[config.mk]
export PLATFORM = sky130hd
export DESIGN_NAME = multi_timeout_supervisor
export DESIGN_NICKNAME = d
export VERILOG_FILES = /design/src/rtl/mts_pkg.sv /design/src/rtl/multi_timeout_supervisor.sv
export SDC_FILE = /design/constraint.sdc
export NUM_CORES = 1
export LEC_CHECK = 0
export BUFFER_PORTS_ARGS = -buffer_cell sky130_fd_sc_hd__buf_4
export CORE_MARGIN = 3
export CORE_UTILIZATION = 25
export DETAILED_ROUTE_END_ITERATION = 7
export PLACE_DENSITY_LB_ADDON = 0.08
export SKIP_CTS_REPAIR_TIMING = 1
export SYNTH_ARGS = -nofsm -noshare
export SYNTH_HDL_FRONTEND = slang
export SYNTH_SLANG_ARGS = --single-unit
[constraint.sdc]
create_clock -name clk -period 15.45 [get_ports clk]
set_input_delay 0.7725 -clock clk [delete_from_list [all_inputs] [get_ports clk]]
set_output_delay 0.7725 -clock clk [all_outputs]
set_load 0.005 [all_outputs]
[src/rtl/mts_pkg.sv]
// Shared types, codes and helpers for the multi-timeout supervisor.
// No dependencies.
`timescale 1ns / 1ps

package mts_pkg;

  localparam int NUM_TIMERS = 7;
  localparam int NUM_REGS   = 5;
  localparam int CNT_W      = 26;   // timer count width, also the min output width
  localparam int SEC_W      = 16;   // timeout register width
  localparam int REG_IDX_W  = 3;
  localparam int TID_W      = 3;

  localparam logic [9:0] MS_PER_S = 10'd1000;

  typedef logic [CNT_W-1:0] cnt_t;
  typedef logic [SEC_W-1:0] sec_t;

  typedef enum logic [2:0] {
    OP_TICK     = 3'd0,
    OP_START    = 3'd1,
    OP_STOP     = 3'd2,
    OP_STOP_ALL = 3'd3,
    OP_CHECK    = 3'd4
  } op_t;

  typedef enum logic [REG_IDX_W-1:0] {
    REG_COLD_ACK   = 3'd0,
    REG_SHDN_ACK   = 3'd1,
    REG_IPC_READY  = 3'd2,
    REG_DUMP_IPC   = 3'd3,
    REG_DUMP_READY = 3'd4
  } reg_idx_t;

  // Timer numbering
  localparam logic [TID_W-1:0] T_COLD_ACK   = 3'd0;
  localparam logic [TID_W-1:0] T_SHDN_ACK   = 3'd1;
  localparam logic [TID_W-1:0] T_IPC        = 3'd2;
  localparam logic [TID_W-1:0] T_BUS        = 3'd3;
  localparam logic [TID_W-1:0] T_REBOOT     = 3'd4;
  localparam logic [TID_W-1:0] T_DUMP_IPC   = 3'd5;
  localparam logic [TID_W-1:0] T_DUMP_READY = 3'd6;

  // Action flags raised by a check
  typedef struct packed {
    logic reset_modem;
    logic modem_off;
    logic dump_ipc_error;
    logic fw_ready_timeout_note;
    logic dump_link_error_note;
    logic cold_ack_missing;
    logic shutdown_ack_missing;
    logic nothing_expired;
  } flags_t;

  // Register that feeds each timer's timeout
  function automatic reg_idx_t timer_reg(input logic [TID_W-1:0] id);
    reg_idx_t r;
    case (id)
      T_COLD_ACK:   r = REG_COLD_ACK;
      T_SHDN_ACK:   r = REG_SHDN_ACK;
      T_DUMP_IPC:   r = REG_DUMP_IPC;
      T_DUMP_READY: r = REG_DUMP_READY;
      default:      r = REG_IPC_READY;
    endcase
    return r;
  endfunction

  function automatic cnt_t min2(input cnt_t a, input cnt_t b);
    return (b < a) ? b : a;
  endfunction

endpackage

[src/rtl/multi_timeout_supervisor.sv]
// Multi-timeout supervisor: seven countdown timers, five timeout registers.
// Depends on mts_pkg.
`timescale 1ns / 1ps

// Usage
// - cfg_we/cfg_idx/cfg_wdata write the five timeout registers (seconds).
//   Writes to indexes 5..7 are dropped. Write only while idle.
// - Input channel (in_valid/in_ready) carries one operation per
//   transaction: tick (1 ms), start, stop, stop all, check expiry.
// - Output channel (out_valid/out_ready) returns exactly one result per
//   input transaction: smallest remaining count among armed timers (or
//   none_armed) after the update, plus action flags on a check.
// - Latency: result valid the cycle after the input transaction.
// - Throughput: one transaction per cycle; the timer update and the
//   seven-way minimum both sit between the accept edge and the result
//   register, so nothing limits the rate but the output handshake.
// - Stall: the result register holds until taken; in_ready stays high
//   while the register is empty or is being drained in the same cycle.
// - Reset (rst_n low, synchronous): all timers disarmed, counts and
//   timeout registers cleared, output channel empty.
module multi_timeout_supervisor (
  input  logic                          clk,
  input  logic                          rst_n,
  // configuration
  input  logic                          cfg_we,
  input  logic [mts_pkg::REG_IDX_W-1:0] cfg_idx,
  input  logic [mts_pkg::SEC_W-1:0]     cfg_wdata,
  // input channel
  input  logic                          in_valid,
  output logic                          in_ready,
  input  logic [2:0]                    in_operation,
  input  logic [mts_pkg::TID_W-1:0]     in_timer_id,
  // result channel
  output logic                          out_valid,
  input  logic                          out_ready,
  output logic                          out_none_armed,
  output logic [mts_pkg::CNT_W-1:0]     out_min_remaining_ms,
  output logic                          out_reset_modem,
  output logic                          out_modem_off,
  output logic                          out_dump_ipc_error,
  output logic                          out_fw_ready_timeout_note,
  output logic                          out_dump_link_error_note,
  output logic                          out_cold_ack_missing,
  output logic                          out_shutdown_ack_missing,
  output logic                          out_nothing_expired
);

  localparam int NT = mts_pkg::NUM_TIMERS;

  // Timeout registers
  mts_pkg::sec_t           tmo_r [mts_pkg::NUM_REGS];

  // Timer state
  logic [NT-1:0]           armed_r, armed_nxt;
  mts_pkg::cnt_t           cnt_r   [NT];
  mts_pkg::cnt_t           cnt_nxt [NT];

  // Result register
  logic                    out_valid_r;
  logic                    none_r, none_nxt;
  mts_pkg::cnt_t           min_r, min_nxt;
  mts_pkg::flags_t         flags_r, flags_nxt;

  logic                    accept;
  mts_pkg::op_t            op;
  mts_pkg::sec_t           start_sec;
  logic [25:0]             start_ms;     // 16 x 10 bit product, fits 26 bits
  mts_pkg::cnt_t           start_cnt;
  logic [NT-1:0]           expired;
  logic [NT-1:0]           id_hot;

  // Masked counts and min tree
  mts_pkg::cnt_t           mval [NT];
  mts_pkg::cnt_t           m01, m23, m45, m0123, m456, m_all;

  assign in_ready = !out_valid_r || out_ready;
  assign accept   = in_valid && in_ready;
  assign op       = mts_pkg::op_t'(in_operation);

  // Start value: seconds to ms, saturated at the count range
  assign start_sec = tmo_r[mts_pkg::timer_reg(in_timer_id)];
  assign start_ms  = 26'(start_sec) * 26'(mts_pkg::MS_PER_S);
  assign start_cnt = (start_ms > 26'({mts_pkg::CNT_W{1'b1}})) ?
                     {mts_pkg::CNT_W{1'b1}} : mts_pkg::cnt_t'(start_ms);

  always_comb begin
    for (int i = 0; i < NT; i++) begin
      id_hot[i]  = (in_timer_id == mts_pkg::TID_W'(i));
      expired[i] = armed_r[i] && (cnt_r[i] == '0);
    end
  end

  // Timer update
  always_comb begin
    armed_nxt = armed_r;
    flags_nxt = '0;
    for (int i = 0; i < NT; i++) cnt_nxt[i] = cnt_r[i];
    case (op)
      mts_pkg::OP_TICK: begin
        for (int i = 0; i < NT; i++)
          if (armed_r[i] && cnt_r[i] != '0) cnt_nxt[i] = cnt_r[i] - 1'b1;
      end
      mts_pkg::OP_START: begin
        if (start_sec != '0) begin
          for (int i = 0; i < NT; i++)
            if (id_hot[i]) begin
              cnt_nxt[i]   = start_cnt;
              armed_nxt[i] = 1'b1;
            end
        end
      end
      mts_pkg::OP_STOP: begin
        armed_nxt = armed_r & ~id_hot;   // id 7 matches nothing
      end
      mts_pkg::OP_STOP_ALL: begin
        armed_nxt = '0;
      end
      mts_pkg::OP_CHECK: begin
        armed_nxt = armed_r & ~expired;
        flags_nxt.reset_modem           = expired[mts_pkg::T_COLD_ACK]
                                        | expired[mts_pkg::T_SHDN_ACK]
                                        | expired[mts_pkg::T_IPC]
                                        | expired[mts_pkg::T_BUS]
                                        | expired[mts_pkg::T_REBOOT]
                                        | expired[mts_pkg::T_DUMP_READY];
        flags_nxt.modem_off             = expired[mts_pkg::T_SHDN_ACK];
        flags_nxt.dump_ipc_error        = expired[mts_pkg::T_DUMP_IPC];
        flags_nxt.fw_ready_timeout_note = expired[mts_pkg::T_IPC];
        flags_nxt.dump_link_error_note  = expired[mts_pkg::T_DUMP_READY];
        flags_nxt.cold_ack_missing      = expired[mts_pkg::T_COLD_ACK];
        flags_nxt.shutdown_ack_missing  = expired[mts_pkg::T_SHDN_ACK];
        flags_nxt.nothing_expired       = (expired == '0);
      end
      default: ;   // unused codes: no change
    endcase
  end

  // Smallest count among timers armed after the update; disarmed slots
  // read as all ones, above any reachable count.
  always_comb begin
    for (int i = 0; i < NT; i++)
      mval[i] = armed_nxt[i] ? cnt_nxt[i] : {mts_pkg::CNT_W{1'b1}};
    m01   = mts_pkg::min2(mval[0], mval[1]);
    m23   = mts_pkg::min2(mval[2], mval[3]);
    m45   = mts_pkg::min2(mval[4], mval[5]);
    m0123 = mts_pkg::min2(m01, m23);
    m456  = mts_pkg::min2(m45, mval[6]);
    m_all = mts_pkg::min2(m0123, m456);
    none_nxt = (armed_nxt == '0);
    min_nxt  = none_nxt ? '0 : m_all;
  end

  always_ff @(posedge clk) begin
    if (!rst_n) begin
      out_valid_r <= 1'b0;
      armed_r     <= '0;
      for (int i = 0; i < NT; i++) cnt_r[i] <= '0;
      for (int r = 0; r < mts_pkg::NUM_REGS; r++) tmo_r[r] <= '0;
    end else begin
      if (cfg_we) begin
        unique case (cfg_idx)
          mts_pkg::REG_COLD_ACK:   tmo_r[mts_pkg::REG_COLD_ACK]   <= cfg_wdata;
          mts_pkg::REG_SHDN_ACK:   tmo_r[mts_pkg::REG_SHDN_ACK]   <= cfg_wdata;
          mts_pkg::REG_IPC_READY:  tmo_r[mts_pkg::REG_IPC_READY]  <= cfg_wdata;
          mts_pkg::REG_DUMP_IPC:   tmo_r[mts_pkg::REG_DUMP_IPC]   <= cfg_wdata;
          mts_pkg::REG_DUMP_READY: tmo_r[mts_pkg::REG_DUMP_READY] <= cfg_wdata;
          default: ;   // no register there
        endcase
      end
      if (accept) begin
        armed_r <= armed_nxt;
        for (int i = 0; i < NT; i++) cnt_r[i] <= cnt_nxt[i];
        out_valid_r <= 1'b1;
      end else if (out_ready) begin
        out_valid_r <= 1'b0;
      end
    end
  end

  // Result payload, loaded with each accepted transaction
  always_ff @(posedge clk) begin
    if (accept) begin
      none_r  <= none_nxt;
      min_r   <= min_nxt;
      flags_r <= flags_nxt;
    end
  end

  assign out_valid                 = out_valid_r;
  assign out_none_armed            = none_r;
  assign out_min_remaining_ms      = min_r;
  assign out_reset_modem           = flags_r.reset_modem;
  assign out_modem_off             = flags_r.modem_off;
  assign out_dump_ipc_error        = flags_r.dump_ipc_error;
  assign out_fw_ready_timeout_note = flags_r.fw_ready_timeout_note;
  assign out_dump_link_error_note  = flags_r.dump_link_error_note;
  assign out_cold_ack_missing      = flags_r.cold_ack_missing;
  assign out_shutdown_ack_missing  = flags_r.shutdown_ack_missing;
  assign out_nothing_expired       = flags_r.nothing_expired;

  // Assertions
  a_result_follows: assert property (@(posedge clk) disable iff (!rst_n)
    in_valid && in_ready |=> out_valid)
    else $error("accepted transaction produced no result");

  a_none_min_zero: assert property (@(posedge clk) disable iff (!rst_n)
    out_valid && out_none_armed |-> out_min_remaining_ms == '0)
    else $error("nonzero minimum with no timer armed");

  a_nothing_exclusive: assert property (@(posedge clk) disable iff (!rst_n)
    out_valid && out_nothing_expired |-> !(out_reset_modem || out_dump_ipc_error))
    else $error("nothing_expired raised together with an action");

  a_stop_all_clears: assert property (@(posedge clk) disable iff (!rst_n)
    in_valid && in_ready && in_operation == mts_pkg::OP_STOP_ALL |=> out_none_armed)
    else $error("timer still armed after stop all");

endmodule

==> Yosys cells after proc, flatten, opt, wreduce, memory -nomap -nowiden <==
Memories as Yosys holds them, arrays and structs flattened.
Index checks and enable logic that the tools add are counted.
{ "totals": {"register_bits": 42, "ramBits": 262, "inputBits": 30, "output_inout_bits": 37, "word_cells": 179, "mem_count": 2} }
{ "memory_table": {"columns": ["name", "depth", "width", "read_ports", "rd_ports_with_merged_regs", "write_ports", "line_no", "source"], "rows": [
  ["cnt_r", 7, 26, 7, 0, 7, "multi_timeout_supervisor.sv:55", "mts_pkg::cnt_t cnt_r [NT];"],
  ["tmo_r", 5, 16, 1, 0, 5, "multi_timeout_supervisor.sv:51", "mts_pkg::sec_t tmo_r [mts_pkg::NUM_REGS];"]
]} }
{ "classes": {"add_sub_neg": 7, "multipliers": 1, "n_lt_le_gt_ge": 7, "n_eq_ne": 14, "n_mux": 78, "bitwise_logic": 21, "n_reduce_logical": 38} }
{ "ops": {"columns": ["op", "count"], "rows": [
  ["2-to-1 mux 26 bit", 35],
  ["case mux 182 bit (2 select lines)", 1],
  ["logical NOT 26 bit", 7],
  ["2-to-1 mux 182 bit", 1],
  ["nonzero test 26 bit", 7],
  ["subtractor 26 x 1 -> 26 bit, second input constant", 7],
  ["< comparator 26 bit", 6],
  ["2-to-1 mux 16 bit", 5],
  ["2-to-1 mux 1 bit", 33],
  ["case mux 7 bit (4 select lines)", 1],
  ["greater-than comparator 26 bit, second input constant", 1],
  ["multiplier 16 x 7 -> 23 bit, second input constant", 1],
  ["== test 3 x 2 -> 1 bit, second input constant", 6],
  ["bitwise OR 1 bit", 17],
  ["nonzero test 16 bit", 1],
  ["== test 3 bit, second input constant", 5],
  ["logical AND 1 bit", 15],
  ["bitwise AND 7 bit", 2],
  ["logical NOT 7 bit", 2],
  ["inverter 7 bit", 2],
  ["case mux 3 bit (4 select lines)", 1],
  ["== test 3 x 1 -> 1 bit, second input constant", 3],
  ["logical NOT 3 bit", 3],
  ["2-to-1 mux 7 bit", 1],
  ["other kinds (3)", 3]
]} }

==> Depth between registers and ports, before layout <==
An unclocked memory read counts as a cell.
{ "logic_depth": {"depth_word": 16, "depth_mapped": 62, "ltp_nobuf": 54} }

==> Worst setup path before layout <==
No wires, ideal clock.
{ "synth_path": {"path_type": "input port to flip-flop", "from": "input in_timer_id[0] (netlist bit)", "to": "register min_r[3] (netlist: out_min_remaining_ms[3]) (data pin)", "setup_ns": 0.263, "t_arrival_ns": 14.299, "required_ns": 15.187, "path_slack_ns": 0.888, "cell_stages": 54, "path_buffers": 10, "cell_sequence": "buf_2 > clkbuf_1 > buf_1 > clkbuf_1 > clkbuf_1 > mux2i_1 > a221oi_1 > fa_1 > inv_1 > fa_1 > fa_1 > inv_1 > fa_1 > ha_1 > clkbuf_1 > a21o_1 > a21o_1 > or4_1 > [18 not listed] > a31oi_1 > a211oi_1 > nand2_1 > o31ai_4 > mux2_2 > ha_1 > a21o_1 > a21o_1 > a21o_1 > a21o_1 > a211oi_1 > o21bai_1 > a311oi_1 > a31oi_1 > buf_2 > buf_2 > o31ai_1 > a21oi_1"} }
{ "synth_between": {"elab_chain_len": 16, "word_cells_on_any_way": 53, "classes_between": "1 x mul; 7 x order compare; 6 x eq/ne; 33 x mux; 2 x bitwise; 3 x reduce/logical; 1 x memory"} }
{ "synth_rtl": {"columns": ["element", "line_no", "source"], "rows": [
  ["start: declaration", "multi_timeout_supervisor.sv:32", "input logic [mts_pkg::TID_W-1:0] in_timer_id,"],
  ["== test 3 bit (tied with other cells)", "mts_pkg.sv:59, multi_timeout_supervisor.sv:88", null],
  ["case mux 3 bit (4 select lines)", "mts_pkg.sv:59", "case (id)"],
  ["memory (5 x 16 bit)", null, null],
  ["multiplier 16 x 7 -> 23 bit", "multi_timeout_supervisor.sv:82", "assign start_ms = 26'(start_sec) * 26'(mts_pkg::MS_PER_S);"],
  ["greater-than comparator 26 bit", "multi_timeout_supervisor.sv:83", "assign start_cnt = (start_ms > 26'({mts_pkg::CNT_W{1'b1}})) ?"],
  ["2-to-1 mux 26 bit", "multi_timeout_supervisor.sv:83", null],
  ["2-to-1 mux 26 bit", "multi_timeout_supervisor.sv:106", "if (id_hot[i]) begin"],
  ["2-to-1 mux 182 bit", "multi_timeout_supervisor.sv:104", "if (start_sec != '0) begin"],
  ["case mux 182 bit (2 select lines)", "multi_timeout_supervisor.sv:98", "case (op)"],
  ["2-to-1 mux 26 bit", "multi_timeout_supervisor.sv:142", "mval[i] = armed_nxt[i] ? cnt_nxt[i] : {mts_pkg::CNT_W{1'b1}};"],
  ["< comparator 26 bit", "mts_pkg.sv:70", "return (b < a) ? b : a;"],
  ["2-to-1 mux 26 bit", "mts_pkg.sv:70", null],
  ["< comparator 26 bit", "mts_pkg.sv:70", null],
  ["2-to-1 mux 26 bit", "mts_pkg.sv:70", null],
  ["< comparator 26 bit", "mts_pkg.sv:70", null],
  ["2-to-1 mux 26 bit", "mts_pkg.sv:70", null],
  ["end signal: assignment", "multi_timeout_supervisor.sv:184", "min_r <= min_nxt;"],
  ["end: declaration", "multi_timeout_supervisor.sv:61", "mts_pkg::cnt_t min_r, min_nxt;"]
]} }
Several ways; a longest one is shown, not always the timed one.
A chain may end at the register's enable or synchronous reset.

==> Final worst setup path <==
{ "layout_path": {"from": "input in_timer_id[0] (netlist bit)", "to": "register min_r[1] (netlist: out_min_remaining_ms[1]) (data pin)"} }
The elaborated chain is that of the path after synthesis.

==> results.cfg <==
[status]
outcome = completed

[placement]
post-dp-hpwl_mm = 111
dpl.cell_count = 5190
place_area_um2 = 33500
numPortBuffers = 66
routabilityCongestion = 0.905

[sta]
worstMarginPinSlew_ps = 1170
setup_violations = 0
fin_hold_ws_ps = 414
clock.fmax_mhz = 69.1
tns_ps = 0
clock_skew_ps = 34.3
period_needed_ps = 14460
slew_headroom = 0.211
rsz0062_at_grt = false
hold_viol_final = 0
fin_crit_sh = 0.936
drv_slew = 0

[synth]
synthArstFlopShare = 0
synth-xor-area-share = 0.00520
synthCells = 3562
yosysSeqAreaShare = 0.299
yosys.area_share.simple = 0.226
synth_fp_nets = 3864
synth_edf_count = 296
syn-cell-area_um2 = 30300
synth_top_family_by_area = compound AO/OA/AOI/OAI gates
syn_avg_cell_area_um2 = 8.50
synth_warnings = 0
synth_compound_area_frac = 0.230
synthFlopType = edfxtp_1
yosysUniqueCellTypes = 94
yosys-mux-area-fraction = 0.0577
synth_fa_ha_area_frac = 0.125
synth_seq_cells = 304

[worst_setup_path]
critical_path_required_ps = 15820
end_kind = flip-flop
cp_common_cell = inv_1
cp_slowest_stage_delay_ps = 650
crit_fanout = 42
worstPathArrival_ps = 14830
worstSetupStartpointType = input port
crit_type = input port to flip-flop
slowest_stage = a2111oi_0

[route]
routedWlPerCell_um = 27.9
postRouteAntennaNets = 0
dr.pass1.iters = 6
viasPerCell = 5.58
vias = 29397
drcViolationCount = 0
wl_mm = 147
drt-initial-drc-count = 2522

[final_layout]
layout.nets = 3926
mostFrequentLayoutCell = nor2_1
area_growth_pct = 15.3
final_cell_mix = 393 x nor2_1, 296 x edfxtp_1, 255 x nand2_1, 238 x inv_1, 221 x ha_1
drive_gt1_frac = 0.124
fillCellCount = 13008
seq_area_um2 = 9050
multiInputGateArea_um2 = 19800
postLayoutCoreUtil = 0.291
fin_area_um2 = 34900
instances_no_fill = 5271

[clock_network]
cts_sinks = 304
cts-buffers-inserted = 44
h-tree-depth = 2
cts_tree = done
cts_root_buf = clkbuf_16
cts_buffer_depth = 3
clk_pin_slew_worst_paths_ps = 60
clock_latency_ps = 640

[floorplanning]
die_area_um2 = 125000
die_h_um = 354
initial_utilization = 0.252
num_rows = 127
fp.coreArea_um2 = 120000
die_width_um = 354
ios = 67

[grt]
grt_pass1_vias = 28506
grt_pass1_wl_mm = 212
grt_max_degree = 142
grt_use_total = 0.229
gr-total-overflow = 0
antenna_found_initial = 8

[run]
drv_cap = 0

[pwr]
leakage_nw = 13.5
vdd_ir_drop_max_mv = 0.371
powerDensity_nw_per_um2 = 251

[hold_path]
hold_path_class = input port to flip-flop
through the flow:
step	setup WS, ps	power (mW)
floorplan	888	3.69
global placement	-742	7.68
detailed placement	105	7.65
CTS	754	8.74
global route	70.9	9.04
finish	985	8.78
Yosys cell counts (13+ instances only):
| cell | count | share of area |
|---|---|---|
| o2bb2ai_1 | 19 | 0.0055 |
| a211o_1 | 20 | 0.0058 |
| o31ai_1 | 22 | 0.0055 |
| and4_1 | 26 | 0.0075 |
| ha_1 | 221 | 0.091 |
| o221a_2 | 22 | 0.0082 |
| a31oi_1 | 57 | 0.012 |
| and2_1 | 112 | 0.023 |
| a21oi_1 | 175 | 0.029 |
| o21a_1 | 37 | 0.0092 |
| fa_1 | 51 | 0.034 |
| and3_1 | 27 | 0.0056 |
| mux2i_1 | 125 | 0.041 |
| nor4_1 | 61 | 0.013 |
| clkbuf_1 | 177 | 0.022 |
| nor2_1 | 397 | 0.049 |
| nand2_1 | 257 | 0.032 |
| or3_1 | 37 | 0.0076 |
| a221oi_1 | 33 | 0.0095 |
| o22ai_1 | 86 | 0.018 |
| a22oi_1 | 13 | 0.0032 |
| inv_1 | 240 | 0.030 |
| buf_1 | 15 | 0.0019 |
| o211ai_1 | 22 | 0.0055 |
| mux2_2 | 44 | 0.016 |
| o21ai_0 | 149 | 0.025 |
| or2_2 | 35 | 0.0072 |
| edfxtp_1 | 296 | 0.29 |
| or4_1 | 36 | 0.0089 |
| nand3_1 | 88 | 0.015 |
| a22o_1 | 22 | 0.0064 |
| a2111oi_0 | 15 | 0.0043 |
| a21o_1 | 46 | 0.011 |
| o221ai_1 | 33 | 0.0095 |
| nand4_1 | 65 | 0.013 |
| nor3_1 | 123 | 0.020 |
| a211oi_1 | 64 | 0.016 |
| a311oi_1 | 14 | 0.0040 |
| nand2b_1 | 39 | 0.0081 |
cells by family (layout without fill, tap and decap cells):
| family | Yosys count | count (layout) |
|---|---|---|
| AO/OA/AOI/OAI | 992 | 992 |
| XOR/XNOR | 18 | 18 |
| adder cells (fa/ha/maj) | 272 | 272 |
| buffers and inverters | 449 | 543 |
| flip-flops | 304 | 304 |
| multiplexers | 169 | 169 |
| other | 0 | 3 |
| AND/OR/NAND/NOR | 1358 | 1358 |
sequential cells by signal, summed over array words and instances (netlist names):
| name | flops |
|---|---|
| out_dump_link_error_note | 1 |
| out_nothing_expired | 1 |
| out_fw_ready_timeout_note | 1 |
| out_none_armed | 1 |
| out_cold_ack_missing | 1 |
| out_dump_ipc_error | 1 |
| out_min_remaining_ms | 26 |
| out_reset_modem | 1 |
| out_valid | 1 |
| cnt_r | 182 |
| armed_r | 7 |
| tmo_r | 80 |
| out_shutdown_ack_missing | 1 |
area by class of cell:
type / instances / share of cell area
Antenna cell: 3 / 0.000215
Clock buffer: 55 / 0.0342
Clock inverter: 23 / 0.00641
Inverter: 241 / 0.0259
Multi-Input combinational cell: 2809 / 0.566
Sequential cell: 304 / 0.259
Tap cell: 1612 / 0.0577
Timing Repair Buffer: 224 / 0.0506
final timing paths:
kind,from,to,slack (ps),cells past startpoint
max,in_timer_id[0],out_min_remaining_ms[1]$_SDFFCE_PP0P_,990,53
min,in_valid,out_valid$_SDFFE_PN0P_,410,3
max reg2reg,tmo_r[0][3]$_DFFE_PP_,out_min_remaining_ms[1]$_SDFFCE_PP0P_,1270,49
min reg2reg,out_valid$_SDFFE_PN0P_,out_valid$_SDFFE_PN0P_,540,2
routing by layer:
layer	part of all wire	vias up	GRT usage	routed length, um
li1	-	13694	-	-
met1	0.46	14527	0.321	67500
met3	0.058	184	0.0285	8470
met4	0.038	0	0.0814	5580
met2	0.44	992	0.361	65200
met5	0	-	0	0
critical path, delay by kind of cell:
family	cells	cell delay, ps
and+or+nand+nor	9	1980
AOI/OAI and AO/OA	20	5510
muxes	3	890
adders and majority gates	8	3260
buffers and inverters	13	2320
report_power, final:
part / total (mW) / switching (mW) / leakage (nW) / internal, mW
clock network: 1.06 / 0.445 / 0.687 / 0.611
registers: 1.13 / 0.0912 / 3.17 / 1.04
logic: 6.59 / 4.63 / 9.66 / 1.96
Power figures use the tool's default switching activity.
